File: src/design/serial_net_port_engine_core_assert.svh
// assertion macros for the network port engine
`ifndef SERIAL_NET_PORT_ENGINE_CORE_ASSERT_SVH
`define SERIAL_NET_PORT_ENGINE_CORE_ASSERT_SVH

// implication checked on every clock edge outside reset
`define SNPE_ASSERT_IMPL(label, ante, cons, msg) \
    label: assert property (@(posedge clk) disable iff (!rst_n) (ante) |-> (cons)) \
        else $error(msg);

// implication whose consequent is checked in the cycle after the antecedent
`define SNPE_ASSERT_NEXT(label, ante, cons, msg) \
    label: assert property (@(posedge clk) disable iff (!rst_n) (ante) |=> (cons)) \
        else $error(msg);

`endif

File: src/design/snpe_pkg.sv
package snpe_pkg;

    localparam int BlockBytesDefault = 64;
    localparam int QueueDepth = 2;

    localparam logic [7:0] BusyCode = 8'd31;
    localparam logic [7:0] FreeCode = 8'd30;
    localparam logic [3:0] BitsPerByte = 4'd9;
    localparam logic [7:0] CountReset = 8'd8;

    typedef enum logic [2:0] {
        CMD_LOAD   = 3'd0,
        CMD_START  = 3'd1,
        CMD_CLAIM  = 3'd2,
        CMD_ANSWER = 3'd3,
        CMD_READ   = 3'd4,
        CMD_WBIT   = 3'd5,
        CMD_FINISH = 3'd6,
        CMD_BAD    = 3'd7
    } cmd_t;

    typedef enum logic [2:0] {
        MODE_IDLE      = 3'd0,
        MODE_CLAIM     = 3'd1,
        MODE_BUSY      = 3'd2,
        MODE_FREE      = 3'd3,
        MODE_COLLREAD  = 3'd4,
        MODE_COLLWRITE = 3'd5
    } mode_t;

    typedef enum logic [1:0] {
        ST_OK      = 2'd0,
        ST_BAD_ARG = 2'd1,
        ST_BAD_ST  = 2'd2
    } status_t;

    typedef enum logic [1:0] {
        REG_BUSY = 2'd0,
        REG_FREE = 2'd1
    } reg_idx_t;

    typedef enum logic [1:0] {
        BK_RUN   = 2'd0,
        BK_FETCH = 2'd1,
        BK_EMIT  = 2'd2,
        BK_CLEAR = 2'd3
    } bk_state_t;

    typedef struct packed {
        logic [2:0]  command;
        logic [15:0] block_number;
        logic [7:0]  data_byte;
        logic        claim_accepted;
        logic        bit_value;
    } in_item_t;

    typedef struct packed {
        logic [1:0]  status;
        logic [7:0]  read_value;
        logic [15:0] out_block_number;
        logic [7:0]  out_byte;
        logic [6:0]  out_length;
        logic        last;
    } out_item_t;

    // classified item passed from front to back
    typedef struct packed {
        cmd_t        cmd;
        logic [15:0] block_number;
        logic [7:0]  data_byte;
        logic        claim_accepted;
        logic        bit_value;
    } work_t;

endpackage

File: src/design/serial_net_port_engine_core.sv
// Emulated bit-serial network port. Transactions carry one command each; every
// command gives one result except finish-write in collect-write mode, which gives
// one result per stored byte (or a single empty result). Load, claim, answer and
// unknown commands are answered as the back takes them; start-read, port read and
// write-bit pass through a fetch state, since they wait on the registered read
// port of the BLOCK_BYTES-byte block store; finish-write passes through the fetch
// state and then an emit state for its results. A two-entry queue between the
// command front and the executing back lets the host keep issuing while a result
// waits. After reset the back zeroes the block store, one byte per cycle, before
// it takes the first transaction; the front accepts two transactions meanwhile
// and then holds off. Configuration: register 0 is the busy countdown, register 1
// the free countdown (a zero wraps to 256 answers); write only while idle.

module serial_net_port_engine_core
    import snpe_pkg::*;
#(
    parameter int BLOCK_BYTES = BlockBytesDefault
)
(
    input  logic       clk,
    input  logic       rst_n,
    input  logic       in_valid,
    output logic       in_ready,
    input  in_item_t   in_data,
    output logic       out_valid,
    input  logic       out_ready,
    output out_item_t  out_data,
    input  logic       cfg_we,
    input  logic [1:0] cfg_index,
    input  logic [7:0] cfg_data
);

    logic  q_valid;
    logic  q_ready;
    work_t q_data;

    // front: accept and classify
    snpe_front u_front (
        .clk      (clk),
        .rst_n    (rst_n),
        .in_valid (in_valid),
        .in_ready (in_ready),
        .in_data  (in_data),
        .q_valid  (q_valid),
        .q_ready  (q_ready),
        .q_data   (q_data)
    );

    // back: mode machine, block store, result register
    snpe_back #(
        .BLOCK_BYTES (BLOCK_BYTES)
    ) u_back (
        .clk       (clk),
        .rst_n     (rst_n),
        .q_valid   (q_valid),
        .q_ready   (q_ready),
        .q_data    (q_data),
        .cfg_we    (cfg_we),
        .cfg_index (cfg_index),
        .cfg_data  (cfg_data),
        .out_valid (out_valid),
        .out_ready (out_ready),
        .out_data  (out_data)
    );

endmodule

File: src/design/snpe_front.sv
module snpe_front
    import snpe_pkg::*;
(
    input  logic     clk,
    input  logic     rst_n,
    input  logic     in_valid,
    output logic     in_ready,
    input  in_item_t in_data,
    output logic     q_valid,
    input  logic     q_ready,
    output work_t    q_data
);

    logic [QueueDepth-1:0] full_reg;
    work_t                 slot_reg [QueueDepth];
    logic                  wp_reg;
    logic                  rp_reg;
    work_t                 cls;

    always_comb
    begin
        cls.cmd            = cmd_t'(in_data.command);
        cls.block_number   = in_data.block_number;
        cls.data_byte      = in_data.data_byte;
        cls.claim_accepted = in_data.claim_accepted;
        cls.bit_value      = in_data.bit_value;
    end

    assign in_ready = !full_reg[wp_reg];
    assign q_valid  = full_reg[rp_reg];
    assign q_data   = slot_reg[rp_reg];

    always_ff @(posedge clk)
    begin
        if (in_valid && in_ready)
        begin
            slot_reg[wp_reg] <= cls;
        end
    end

    always_ff @(posedge clk or negedge rst_n)
    begin
        if (!rst_n)
        begin
            full_reg <= '0;
            wp_reg   <= 1'b0;
            rp_reg   <= 1'b0;
        end
        else
        begin
            if (in_valid && in_ready)
            begin
                wp_reg <= !wp_reg;
            end
            if (q_valid && q_ready)
            begin
                rp_reg <= !rp_reg;
            end
            for (int i = 0; i < QueueDepth; i++)
            begin
                if (in_valid && in_ready && wp_reg == 1'(i))
                begin
                    full_reg[i] <= 1'b1;
                end
                else if (q_valid && q_ready && rp_reg == 1'(i))
                begin
                    full_reg[i] <= 1'b0;
                end
            end
        end
    end

endmodule

File: src/design/snpe_back.sv
`include "serial_net_port_engine_core_assert.svh"

module snpe_back
    import snpe_pkg::*;
#(
    parameter int BLOCK_BYTES = BlockBytesDefault
)
(
    input  logic      clk,
    input  logic      rst_n,
    input  logic      q_valid,
    output logic      q_ready,
    input  work_t     q_data,
    input  logic      cfg_we,
    input  logic [1:0] cfg_index,
    input  logic [7:0] cfg_data,
    output logic      out_valid,
    input  logic      out_ready,
    output out_item_t out_data
);

    localparam int AW = (BLOCK_BYTES > 1) ? $clog2(BLOCK_BYTES) : 1;
    localparam logic [6:0] FullLen = 7'(BLOCK_BYTES);

    logic [7:0]  mem [BLOCK_BYTES];
    logic [7:0]  rd_data_reg;

    bk_state_t   state_reg, state_next;
    mode_t       mode_reg, mode_next;
    logic [7:0]  busy_cnt_reg, free_cnt_reg;
    logic [7:0]  busy_cnt_next, free_cnt_next;
    logic [6:0]  pos_reg, len_reg, load_idx_reg, emit_idx_reg;
    logic [6:0]  pos_next, len_next, load_idx_next, emit_idx_next;
    logic [3:0]  bits_reg, bits_next;
    logic [7:0]  rot_reg, reads_reg, claim_reg;
    logic [7:0]  rot_next, reads_next, claim_next;
    logic [15:0] cur_reg, prev_reg;
    logic [15:0] cur_next, prev_next;
    logic        ready_reg, ready_next;
    logic        outv_reg, outv_next;
    out_item_t   out_reg, out_next;
    work_t       item_reg;

    // memory access
    logic             mem_we;
    logic [AW-1:0]    mem_wa;
    logic [7:0]       mem_wd;
    logic [AW-1:0]    mem_ra;

    logic take;
    logic out_free;
    logic [6:0] emit_len;
    logic [6:0] pos_inc;

    assign out_free  = !outv_reg || out_ready;
    assign q_ready   = (state_reg == BK_RUN) && out_free;
    assign take      = q_valid && q_ready;
    assign out_valid = outv_reg;
    assign out_data  = out_reg;
    assign emit_len  = (len_reg > FullLen) ? FullLen : len_reg;
    assign pos_inc   = pos_reg + 7'd1;

    always_comb
    begin
        state_next = state_reg;
        unique case (state_reg)
            BK_RUN:
            begin
                if (take && (q_data.cmd == CMD_START || q_data.cmd == CMD_READ
                    || q_data.cmd == CMD_WBIT || q_data.cmd == CMD_FINISH))
                begin
                    state_next = BK_FETCH;
                end
            end
            BK_FETCH:
            begin
                if (item_reg.cmd == CMD_FINISH && mode_reg == MODE_COLLWRITE)
                begin
                    state_next = BK_EMIT;
                end
                else if (out_free)
                begin
                    state_next = BK_RUN;
                end
            end
            BK_EMIT:
            begin
                if (out_free && (emit_len == 7'd0 || emit_idx_reg + 7'd1 >= emit_len))
                begin
                    state_next = BK_RUN;
                end
            end
            BK_CLEAR:
            begin
                if (emit_idx_reg + 7'd1 >= FullLen)
                begin
                    state_next = BK_RUN;
                end
            end
            default: state_next = BK_RUN;
        endcase
    end

    // read address: set on take, held through the fetch state, and stepped while emitting
    always_comb
    begin
        mem_ra = '0;
        if (take)
        begin
            unique case (q_data.cmd)
                CMD_READ:  mem_ra = AW'(pos_inc);
                CMD_WBIT:  mem_ra = AW'(pos_reg);
                default:   mem_ra = '0;
            endcase
        end
        else if (state_reg == BK_FETCH)
        begin
            unique case (item_reg.cmd)
                CMD_READ:  mem_ra = AW'(pos_inc);
                CMD_WBIT:  mem_ra = AW'(pos_reg);
                default:   mem_ra = '0;
            endcase
        end
        else if (state_reg == BK_EMIT)
        begin
            mem_ra = out_free ? AW'(emit_idx_reg + 7'd1) : AW'(emit_idx_reg);
        end
    end

    always_comb
    begin
        mem_we = 1'b0;
        mem_wa = '0;
        mem_wd = '0;
        if (state_reg == BK_CLEAR)
        begin
            // zero the store after reset
            mem_we = 1'b1;
            mem_wa = AW'(emit_idx_reg);
        end
        else if (take && q_data.cmd == CMD_LOAD && !ready_reg)
        begin
            mem_we = 1'b1;
            mem_wa = AW'(load_idx_reg >= FullLen ? 7'd0 : load_idx_reg);
            mem_wd = q_data.data_byte;
        end
        else if (state_reg == BK_FETCH && item_reg.cmd == CMD_WBIT && out_free
                 && mode_reg == MODE_COLLWRITE && bits_reg != 4'd0 && pos_reg < FullLen)
        begin
            mem_we = 1'b1;
            mem_wa = AW'(pos_reg);
            mem_wd = {item_reg.bit_value, rd_data_reg[7:1]};
        end
    end

    always_ff @(posedge clk)
    begin
        if (mem_we)
        begin
            mem[mem_wa] <= mem_wd;
        end
        rd_data_reg <= mem[mem_ra];
        if (take)
        begin
            item_reg <= q_data;
        end
    end

    always_comb
    begin
        mode_next     = mode_reg;
        busy_cnt_next = busy_cnt_reg;
        free_cnt_next = free_cnt_reg;
        pos_next      = pos_reg;
        len_next      = len_reg;
        load_idx_next = load_idx_reg;
        emit_idx_next = emit_idx_reg;
        bits_next     = bits_reg;
        rot_next      = rot_reg;
        reads_next    = reads_reg;
        claim_next    = claim_reg;
        cur_next      = cur_reg;
        prev_next     = prev_reg;
        ready_next    = ready_reg;
        outv_next     = outv_reg;
        out_next      = out_reg;

        if (outv_reg && out_ready)
        begin
            outv_next = 1'b0;
        end
        if (cfg_we)
        begin
            if (cfg_index == REG_BUSY)
            begin
                busy_cnt_next = cfg_data;
            end
            else if (cfg_index == REG_FREE)
            begin
                free_cnt_next = cfg_data;
            end
        end

        if (take)
        begin
            out_next  = '{status: ST_OK, last: 1'b1, default: '0};
            outv_next = 1'b1;
            unique case (q_data.cmd)
                CMD_LOAD:
                begin
                    if (ready_reg)
                    begin
                        out_next.status = ST_BAD_ARG;
                    end
                    else if ((load_idx_reg >= FullLen ? 7'd1 : load_idx_reg + 7'd1)
                             >= FullLen)
                    begin
                        load_idx_next = '0;
                        cur_next      = q_data.block_number;
                        pos_next      = '0;
                        len_next      = FullLen;
                        ready_next    = 1'b1;
                    end
                    else
                    begin
                        load_idx_next = (load_idx_reg >= FullLen) ? 7'd1
                                                                  : load_idx_reg + 7'd1;
                    end
                end
                CMD_CLAIM:
                begin
                    if (mode_reg == MODE_COLLWRITE)
                    begin
                        out_next.status = ST_BAD_ST;
                    end
                    else
                    begin
                        claim_next = q_data.data_byte;
                        mode_next  = MODE_CLAIM;
                    end
                end
                CMD_ANSWER:
                begin
                    if (mode_reg != MODE_CLAIM)
                    begin
                        out_next.status = ST_BAD_ST;
                    end
                    else if (!q_data.claim_accepted)
                    begin
                        reads_next = free_cnt_reg;
                        mode_next  = MODE_FREE;
                    end
                    else
                    begin
                        pos_next  = '0;
                        len_next  = '0;
                        bits_next = BitsPerByte;
                        mode_next = MODE_COLLWRITE;
                    end
                end
                CMD_BAD:
                begin
                    out_next.status = ST_BAD_ARG;
                end
                default:
                begin
                    outv_next = 1'b0;
                end
            endcase
        end
        else if (state_reg == BK_FETCH)
        begin
            unique case (item_reg.cmd)
                CMD_START:
                begin
                    if (out_free)
                    begin
                        outv_next = 1'b1;
                        out_next  = '{status: ST_OK, last: 1'b1, default: '0};
                        if (!ready_reg || len_reg != FullLen)
                        begin
                            out_next.status = ST_BAD_ST;
                        end
                        else
                        begin
                            rot_next  = rd_data_reg;
                            pos_next  = '0;
                            bits_next = BitsPerByte;
                            mode_next = MODE_COLLREAD;
                        end
                    end
                end
                CMD_READ:
                begin
                    if (out_free)
                    begin
                        outv_next = 1'b1;
                        out_next  = '{status: ST_OK, last: 1'b1, default: '0};
                        unique case (mode_reg)
                            MODE_CLAIM:
                            begin
                                out_next.read_value = claim_reg;
                                mode_next           = MODE_IDLE;
                            end
                            MODE_BUSY, MODE_FREE:
                            begin
                                out_next.read_value = (mode_reg == MODE_BUSY) ? BusyCode
                                                                               : FreeCode;
                                reads_next = reads_reg - 8'd1;
                                if (reads_reg == 8'd1)
                                begin
                                    mode_next = MODE_IDLE;
                                end
                            end
                            MODE_COLLREAD:
                            begin
                                out_next.read_value = rot_reg;
                                rot_next  = {rot_reg[0], rot_reg[7:1]};
                                bits_next = bits_reg - 4'd1;
                                if (bits_reg == 4'd1)
                                begin
                                    bits_next = BitsPerByte;
                                    pos_next  = pos_inc;
                                    if (pos_inc >= len_reg || pos_inc >= FullLen)
                                    begin
                                        ready_next = 1'b0;
                                        mode_next  = MODE_IDLE;
                                    end
                                    else
                                    begin
                                        rot_next = rd_data_reg;
                                    end
                                end
                            end
                            MODE_IDLE:
                            begin
                                out_next.read_value = FreeCode;
                                if (ready_reg)
                                begin
                                    if (cur_reg == prev_reg)
                                    begin
                                        mode_next  = MODE_FREE;
                                        reads_next = free_cnt_reg;
                                    end
                                    else
                                    begin
                                        mode_next  = MODE_BUSY;
                                        reads_next = busy_cnt_reg;
                                    end
                                    prev_next = cur_reg;
                                end
                            end
                            default:
                            begin
                                out_next.status = ST_BAD_ST;
                            end
                        endcase
                    end
                end
                CMD_WBIT:
                begin
                    if (out_free)
                    begin
                        outv_next = 1'b1;
                        out_next  = '{status: ST_OK, last: 1'b1, default: '0};
                        if (mode_reg != MODE_COLLWRITE)
                        begin
                            out_next.status = ST_BAD_ST;
                        end
                        else if (bits_reg == 4'd0)
                        begin
                            bits_next = BitsPerByte;
                            if (pos_reg < FullLen)
                            begin
                                pos_next = pos_inc;
                            end
                        end
                        else
                        begin
                            if (pos_reg < FullLen && len_reg < pos_inc)
                            begin
                                len_next = pos_inc;
                            end
                            bits_next = bits_reg - 4'd1;
                        end
                    end
                end
                CMD_FINISH:
                begin
                    emit_idx_next = '0;
                    if (mode_reg != MODE_COLLWRITE && out_free)
                    begin
                        outv_next = 1'b1;
                        out_next  = '{status: ST_BAD_ST, last: 1'b1, default: '0};
                    end
                end
                default:
                begin
                end
            endcase
        end
        else if (state_reg == BK_EMIT && out_free)
        begin
            outv_next                 = 1'b1;
            out_next                  = '0;
            out_next.out_block_number = cur_reg + 16'd1;
            out_next.out_length       = emit_len;
            out_next.out_byte         = (emit_len == 7'd0) ? 8'd0 : rd_data_reg;
            emit_idx_next             = emit_idx_reg + 7'd1;
            if (emit_len == 7'd0 || emit_idx_reg + 7'd1 >= emit_len)
            begin
                out_next.last = 1'b1;
                cur_next      = cur_reg + 16'd1;
                prev_next     = cur_reg + 16'd1;
                mode_next     = MODE_IDLE;
                ready_next    = 1'b0;
                pos_next      = '0;
                len_next      = '0;
                bits_next     = BitsPerByte;
            end
        end
        else if (state_reg == BK_CLEAR)
        begin
            emit_idx_next = emit_idx_reg + 7'd1;
        end
    end

    always_ff @(posedge clk or negedge rst_n)
    begin
        if (!rst_n)
        begin
            state_reg    <= BK_CLEAR;
            mode_reg     <= MODE_IDLE;
            busy_cnt_reg <= CountReset;
            free_cnt_reg <= CountReset;
            pos_reg      <= '0;
            len_reg      <= '0;
            load_idx_reg <= '0;
            emit_idx_reg <= '0;
            bits_reg     <= BitsPerByte;
            rot_reg      <= '0;
            reads_reg    <= '0;
            claim_reg    <= '0;
            cur_reg      <= '0;
            prev_reg     <= '0;
            ready_reg    <= 1'b0;
            outv_reg     <= 1'b0;
            out_reg      <= '0;
        end
        else
        begin
            state_reg    <= state_next;
            mode_reg     <= mode_next;
            busy_cnt_reg <= busy_cnt_next;
            free_cnt_reg <= free_cnt_next;
            pos_reg      <= pos_next;
            len_reg      <= len_next;
            load_idx_reg <= load_idx_next;
            emit_idx_reg <= emit_idx_next;
            bits_reg     <= bits_next;
            rot_reg      <= rot_next;
            reads_reg    <= reads_next;
            claim_reg    <= claim_next;
            cur_reg      <= cur_next;
            prev_reg     <= prev_next;
            ready_reg    <= ready_next;
            outv_reg     <= outv_next;
            out_reg      <= out_next;
        end
    end

    `SNPE_ASSERT_IMPL(a_ready_run, q_ready, state_reg == BK_RUN, "took item outside run")
    `SNPE_ASSERT_IMPL(a_len_max, 1'b1, len_reg <= FullLen, "store length over block size")
    `SNPE_ASSERT_NEXT(a_emit_mode, state_reg == BK_EMIT && !(state_next == BK_RUN),
        mode_reg == MODE_COLLWRITE, "emit left collect-write early")
    `SNPE_ASSERT_IMPL(a_bits_max, 1'b1, bits_reg <= BitsPerByte, "bit count over nine")

endmodule
File: config.mk
export PLATFORM = sky130hd
export DESIGN_NAME = serial_net_port_engine_core
export DESIGN_NICKNAME = d
export VERILOG_FILES = /design/src/design/snpe_pkg.sv /design/src/design/serial_net_port_engine_core.sv /design/src/design/snpe_front.sv /design/src/design/snpe_back.sv
export VERILOG_INCLUDE_DIRS = /design/src /design/src/design
export SDC_FILE = /design/constraint.sdc
export NUM_CORES = 1
export LEC_CHECK = 0
export BUFFER_PORTS_ARGS = -buffer_cell sky130_fd_sc_hd__buf_2
export CAP_MARGIN = 10
export CORE_MARGIN = 2
export CORE_UTILIZATION = 62
export CTS_BUF_LIST = sky130_fd_sc_hd__clkbuf_8
export DETAILED_ROUTE_END_ITERATION = 8
export GPL_ROUTABILITY_DRIVEN = 0
export PLACE_DENSITY = 0.79
export SLEW_MARGIN = 25
export SYNTH_ARGS = -nofsm -noshare
export SYNTH_HDL_FRONTEND = slang
export SYNTH_SLANG_ARGS = --single-unit
File: constraint.sdc
create_clock -name clk -period 7.4 [get_ports clk]
set_input_delay 0.37 -clock clk [delete_from_list [all_inputs] [get_ports clk]]
set_output_delay 0.37 -clock clk [all_outputs]
set_load 0.05 [all_outputs]
### Yosys cells after proc, flatten, opt, wreduce, memory -nomap -nowiden

Memories as Yosys holds them, arrays and structs flattened. A register that Yosys moved wholly into a read port is not among the register bits.
Cells that the tools add are included.

| cells by class | value |
|---|---|
| add/subtract/negate cells | 6 |
| $lt $le $gt $ge | 11 |
| equal/unequal tests | 82 |
| multiplexer cells | 172 |
| bitwise logic cells | 6 |
| reductions and logical operators | 74 |

Operator list:

| cell | count |
|---|---|
| two-way mux 42 bit | 7 |
| two-way mux 7 bit | 33 |
| two-way mux 16 bit | 12 |
| case mux 42 bit (4 select lines) | 1 |
| two-way mux 8 bit | 19 |
| two-way mux 4 bit | 15 |
| two-way mux 6 bit | 8 |
| two-way mux 3 bit | 14 |
| two-way mux 1 bit | 38 |
| != test 4 x 3 -> 1 bit (second input constant) | 8 |
| case mux 8 bit (2 select lines) | 2 |
| case mux 8 bit (4 select lines) | 1 |
| greater-or-equal comparator 7 bit (second input constant) | 4 |
| case mux 7 bit (2 select lines) | 2 |
| == test 3 bit (second input constant) | 9 |
| != test 3 x 2 -> 1 bit (second input constant) | 8 |
| case mux 6 bit (2 select lines) | 2 |
| AND reduction 12 bit | 2 |
| != test 2 bit (second input constant) | 11 |
| adder 7 x 1 -> 7 bit (second input constant) | 3 |
| logical AND 1 bit | 21 |
| != test 3 bit (second input constant) | 7 |
| case mux 7 bit (3 select lines) | 1 |
| two-way mux 2 bit | 10 |
| 50 further kinds | 113 |

| storage, ports and cells | value |
|---|---|
| register bits after elaboration | 161 |
| memory bits (writable) | 570 |
| output and inout port bits | 44 |
| memories | 2 |

Memory list:

| name | depth | width | read ports | clocked after memory_dff | wr ports | line | RTL |
|---|---|---|---|---|---|---|---|
| u_back.mem | 64 | 8 | 1 | 1 | 1 | snpe_back.sv:25 | `logic [7:0] mem [BLOCK_BYTES];` |
| u_front.slot_reg | 2 | 29 | 1 | 0 | 1 | snpe_front.sv:15 | `work_t slot_reg [QueueDepth];` |

### Longest topological paths before layout

| depth | value |
|---|---|
| depth in word-level cells | 11 |
| gate-level depth with buffers | 15 |

### Modules after synthesis

Synthesis repeated with hierarchy kept, for this count alone.

| second synthesis, totals | value |
|---|---|
| cell total of the unflattened synthesis | 2185 |
| area, all modules | 32089.5 µm² |

Modules (own cells, without submodules):

| module | instances | cells each | area each (µm²) | seq. area each (µm²) |
|---|---|---|---|---|
| snpe_back | 1 | 2076 | 29657.2 | 19491.2 |
| snpe_front | 1 | 109 | 2432.3 | 1841.8 |

### Worst setup path after synthesis

Ideal clock, no wire load.

| timing path | value |
|---|---|
| kind | flip-flop to flip-flop |
| start point | reg u_back.outv_reg (netlist: u_back.out_valid) |
| end point | mem u_back.mem[0][0], data pin |
| arrival | 4.768 ns |
| setup slack | 1.930 ns |
| stages on the path, launching flop included | 9 |
| cell sequence | dfrtp_1 nor2b_1 clkbuf_1 or3_1 buf_2 or3_1 clkbuf_1 clkbuf_1 o21ai_0 |

| between the ends | value |
|---|---|
| cells in the longest elaborated chain, start to end | 9 |

RTL lines:

| what | line | RTL |
|---|---|---|
| from (decl) | snpe_back.sv:40 | `logic outv_reg, outv_next;` |
| from (signal assigned) | snpe_back.sv:467 | `outv_reg <= outv_next;` |
| zero test 1 bit (*) | snpe_back.sv:55 | `assign out_free = !outv_reg \|\| out_ready;` |
| logical OR 1 bit (*) | snpe_back.sv:55 |  |
| logical AND 1 bit | snpe_back.sv:147 | `else if (state_reg == BK_FETCH && item_reg.cmd == CMD_WBIT && out_free` |
| logical AND 1 bit (3 in series) | snpe_back.sv:148 | `&& mode_reg == MODE_COLLWRITE && bits_reg != 4'd0 && pos_reg < FullLen)` |
| two-way mux 8 bit | snpe_back.sv:147 |  |
| two-way mux 8 bit (*) | snpe_back.sv:141 | `else if (take && q_data.cmd == CMD_LOAD && !ready_reg)` |
| two-way mux 8 bit (*) | snpe_back.sv:135 | `if (state_reg == BK_CLEAR)` |
| net u_back.mem_wd[0] | snpe_back.sv:47 | `logic [7:0] mem_wd;` |
| to (decl) | snpe_back.sv:25 |  |

Mark *: on every way through the listed nets, which the timed path passes. The rest lies on a longest branch.

### Worst setup path in the final report

| timing path | value |
|---|---|
| start point | reg u_front.rp_reg |
| end point | reg u_back.rd_data_reg[6] (read register of u_back.mem) |

| between the ends | value |
|---|---|
| cells in the longest elaborated chain, start to end | 4 |

RTL lines:

| what | line | RTL |
|---|---|---|
| from (decl) | snpe_front.sv:17 | `logic rp_reg;` |
| from (signal assigned) | snpe_front.sv:57 | `rp_reg <= !rp_reg;` |
| memory read (2 x 29 bit) or two-way mux 1 bit (tied branches) | -- |  |
| == test 3 bit or two-way mux 1 bit (tied branches) | snpe_back.sv:110, snpe_front.sv:30 |  |
| case mux 6 bit (2 select lines) or logical AND 1 bit (tied branches) | snpe_back.sv:110, snpe_back.sv:57 |  |
| two-way mux 6 bit (*) | snpe_back.sv:108 | `if (take)` |
| to (decl) | snpe_back.sv:26 | `logic [7:0] rd_data_reg;` |

Every way passes the cells marked *; elsewhere a longest branch is shown, timed or not. The select of a mux whose other input is x is not followed.
A chain may end at the register's enable or synchronous reset.

==> summary.txt <==
Status
  – Outcome: finished, final reports clean

Power and ir drop
  – Sequential power share: 39.7%
  – Comb pwr share: 33.9%
  – PD cells: 339.2 nW/um^2
  – Worst VDD drop: 0.0004015 V
  – Lkg Pwr: 12.31 nW
  – Clock Power Share: 26.4%
  – Psw: 4.437 mW
  – Switching portion of total power: 36.76%
  – Pint: 7.634 mW

Floorplan
  – Rows: 83
  – Initial Util: 62.54%
  – Die Y: 231.0 microns
  – Die X: 231.0 microns
  – Core area: 51090 sq um
  – DIE AREA: 53370 sq um
  – Ports: 88

Routing
  – Metal3 WL: 7093 microns
  – Post-DR wirelength/cell: 23.76 microns
  – DRT Wirelength: 78690 microns
  – Vias: 21.04k
  – Vias per cell: 6.352
  – Initial detailed-routing violation count: 2552
  – Residual DRC: 0
  – WL met2: 37740 microns
  – DRT Pass-1 Iters: 6
  – Final ANT Viol Nets: 0
  – Metal1 wirelength: 29790 microns
  – Top layer in use: met4

Place
  – Input/output buffers: 87
  – Dpl hpwl: 49980 microns
  – Cells after DPL: 3059

Synth
  – Mapped Nets: 2477
  – Async SR Flop Fraction: 21.24%
  – Yosys reg bits: 739
  – Syn Inst Count: 2408
  – Register area share after synthesis: 66.76%
  – Unique masters post-synth: 77
  – Number of synthesized flops with an enable pin: 574
  – Synth warn: 0
  – Dominant synthesized flop cell: edfxtp_1
  – Synth Cell Area: 31950 sq um
  – Avg Inst Size Synth: 13.27 sq um

GRT
  – Largest net degree at the start of global routing: 90
  – Grt total ovfl: 0
  – Global Route Usage Sum: 29.82%
  – Global-route wire length before repair: 120400 microns
  – Initial antenna violation count: 1
  – Vias in the first global route: 20.69k

STA
  – F_max: 196.2 MHz
  – Final setup fails: 0
  – RSZ-0062 raised after global routing: no
  – Slew headroom: 30.23%
  – Max-slew violations: 0
  – Clock skew: 48.79 ps
  – Setup tns final: 0 ps
  – Slew @ Worst Pin: 1044 ps
  – Final Hold Fails: 0
  – Final Cycle Share: 68.89%
  – Period minus WS final: 5098 ps

Clock network
  – CTS Buffer Depth: 3
  – CTS tree: built
  – Setup Buffers After CTS: 0
  – Root Buffer: clkbuf_8
  – Worst-Skew Late Latency: 750 ps
  – CTS buffer count: 113
  – Post_cts resized: 0
  – # hold bufs at CTS: 38
  – Clock slew at reported path FFs: 60 ps
  – Number of H-tree levels: 3
  – Clock sink count: 739

Setup path
  – Crit Path Class: register to register
  – Slowest cell delay on critical path: 810 ps
  – Worst EP required: 8010 ps
  – Startpoint types: register
  – Cell Chain, Critical Path: buf_4 > mux2i_1 > or3_1 > buf_4 > a211oi_1 > or3_4 > nand2_1 > o22ai_1 > nor3_1 > a2111oi_0 > o32ai_1
  – Critical path arrival: 5710 ps
  – Critical path fanouts, max: 44
  – Top Family by Delay on Critical Path: simple AND/OR/NAND/NOR gates
  – Buf/Inv on CP: 2
  – Worst Setup End Kind: register
  – Most used cell, CP: buf_4
  – Slowest cell on the critical path: nand2_1

Finish
  – Layout net count: 2601
  – Area growth syn-to-layout: 11.37%
  – Most common cell after layout, fill and taps aside: edfxtp_1
  – Largest register FFs: 512
  – Fillers: 3401
  – Post-Layout Cell Count: 3312
  – Most frequent cells in the layout: 574 x edfxtp_1, 302 x nand2_1, 153 x nor2_1
  – Layout cells sized above 1: 17.79%

Flow run
  – Number of max-cap violations: 0

Worst hold path
  – Worst min path class: primary input to register
worst paths after layout:
| kind | from | to | slack (ps) | cells past startpoint |
|---|---|---|---|---|
| worst min register to register | u_back.out_data[4]$_DFFE_PN0P_ | u_back.out_data[4]$_DFFE_PN0P_ | 470 | 2 |
| worst max-delay path | u_front.rp_reg$_DFFE_PN0P_ | u_back.rd_data_reg[6]$_DFF_P_ | 2300 | 11 |
| max in group asynchronous | rst_n | u_back.pos_reg[4]$_DFFE_PN0P_ | 5700 | 3 |
| min in group asynchronous | rst_n | u_back.cur_reg[10]$_DFFE_PN0P_ | 270 | 2 |
| worst min-delay path | cfg_index[1] | u_back.busy_cnt_reg[4]$_DFFE_PN0P_ | 130 | 5 |
| worst max register to register | u_front.rp_reg$_DFFE_PN0P_ | u_back.rd_data_reg[6]$_DFF_P_ | 2300 | 11 |
synth_stat cells, types with 7 or more instances:
library cell  instances  share of area (%)
a211o_1               9               0.25
a211oi_1             18               0.42
a21o_1                8               0.19
a21oi_1              74                1.2
a22oi_1              14               0.33
a31oi_1              30               0.59
a32o_1               10               0.31
and3_1               23               0.45
buf_1                14               0.16
buf_2                32               0.50
clkbuf_1             98                1.2
dfrtp_1             151                 12
dfxtp_1               8               0.50
edfxtp_1            574                 54
ha_1                 25               0.98
inv_1                53               0.62
mux2_2              136                4.8
mux2i_1              85                2.7
mux4_2               21                1.5
nand2_1             302                3.5
nand2b_1             14               0.27
nand3_1              46               0.72
nand4_1              15               0.29
nor2_1              155                1.8
nor2b_1              19               0.37
nor3_1               28               0.44
nor4_1                8               0.16
o21ai_0             132                2.1
o221ai_1             17               0.47
o22a_1                7               0.19
o22ai_1              73                1.4
o31ai_1              24               0.56
o41ai_1               7               0.19
or3_1                20               0.39
xnor2_1              40                1.1
xor2_1               27               0.74
power groups by stage:
| stage | sequential [mW] | combinational (mW) | clock (mW) |
|---|---|---|---|
| global route | 4.79 | 4.33 | 3.40 |
| global placement | 4.86 | 3.93 | 0 |
| CTS | 4.78 | 4.03 | 3.22 |
| floorplan | 4.92 | 2.81 | 0 |
| detailed placement | 4.86 | 4.00 | 0 |
| finish | 4.79 | 4.09 | 3.19 |
routing by layer:
metal / track usage, % / vias up
met5: 0 / -
met4: 14.68 / 0
met3: 6.435 / 237
met2: 48.23 / 1198
met1: 38.62 / 10318
li1: - / 9285
stage by stage:
step                      cell area, sq um  utilization [%]  total power, mW  setup WS (ps)  hold WS (ps)
after floorplan                      31950                -            7.728           1930         74.41
after global placement               33040            64.67            8.786           2394         457.5
after detailed placement             33050            64.68            8.859           2313         466.7
after CTS                            35570            69.62            12.03           2328         89.95
after global routing                 35590            69.65            12.53           2078         124.2
final                                35590            69.65            12.07           2302         126.7
layout make-up:
cell class,instances,area [sq um],area share (%)
Antenna cell,1,2.502,0.007032
Clock inverter,94,493.0,1.385
Sequential cell,739,21330,59.95
Timing Repair Buffer,158,1074,3.017
Clock buffer,120,1652,4.641
Inverter,54,202.7,0.5696
Tap cell,680,850.8,2.391
Multi-Input combinational cell,1466,9980,28.04
cells by family (layout without fill, tap and decap cells):
logic type,count (synthesis),count (layout),synth area share (%)
xor gates and xnor gates,67,67,1.836
other,0,1,0
AOI/OAI and AO/OA,472,472,9.605
and+or+nand+nor,657,657,9.084
muxes,245,245,9.143
buffers and inverters,203,426,2.592
DFF,739,739,66.76
adders and majority gates,25,25,0.9789
worst register-to-register path: cells and delay by family (launching register included):
family / cells / cell delay (ps)
compound gates: 4 / 1480
mux: 1 / 320
flops: 1 / 350
simple gates: 4 / 2060
buf+inv: 2 / 800
Note: power is estimated with default switching activity, not from simulation.
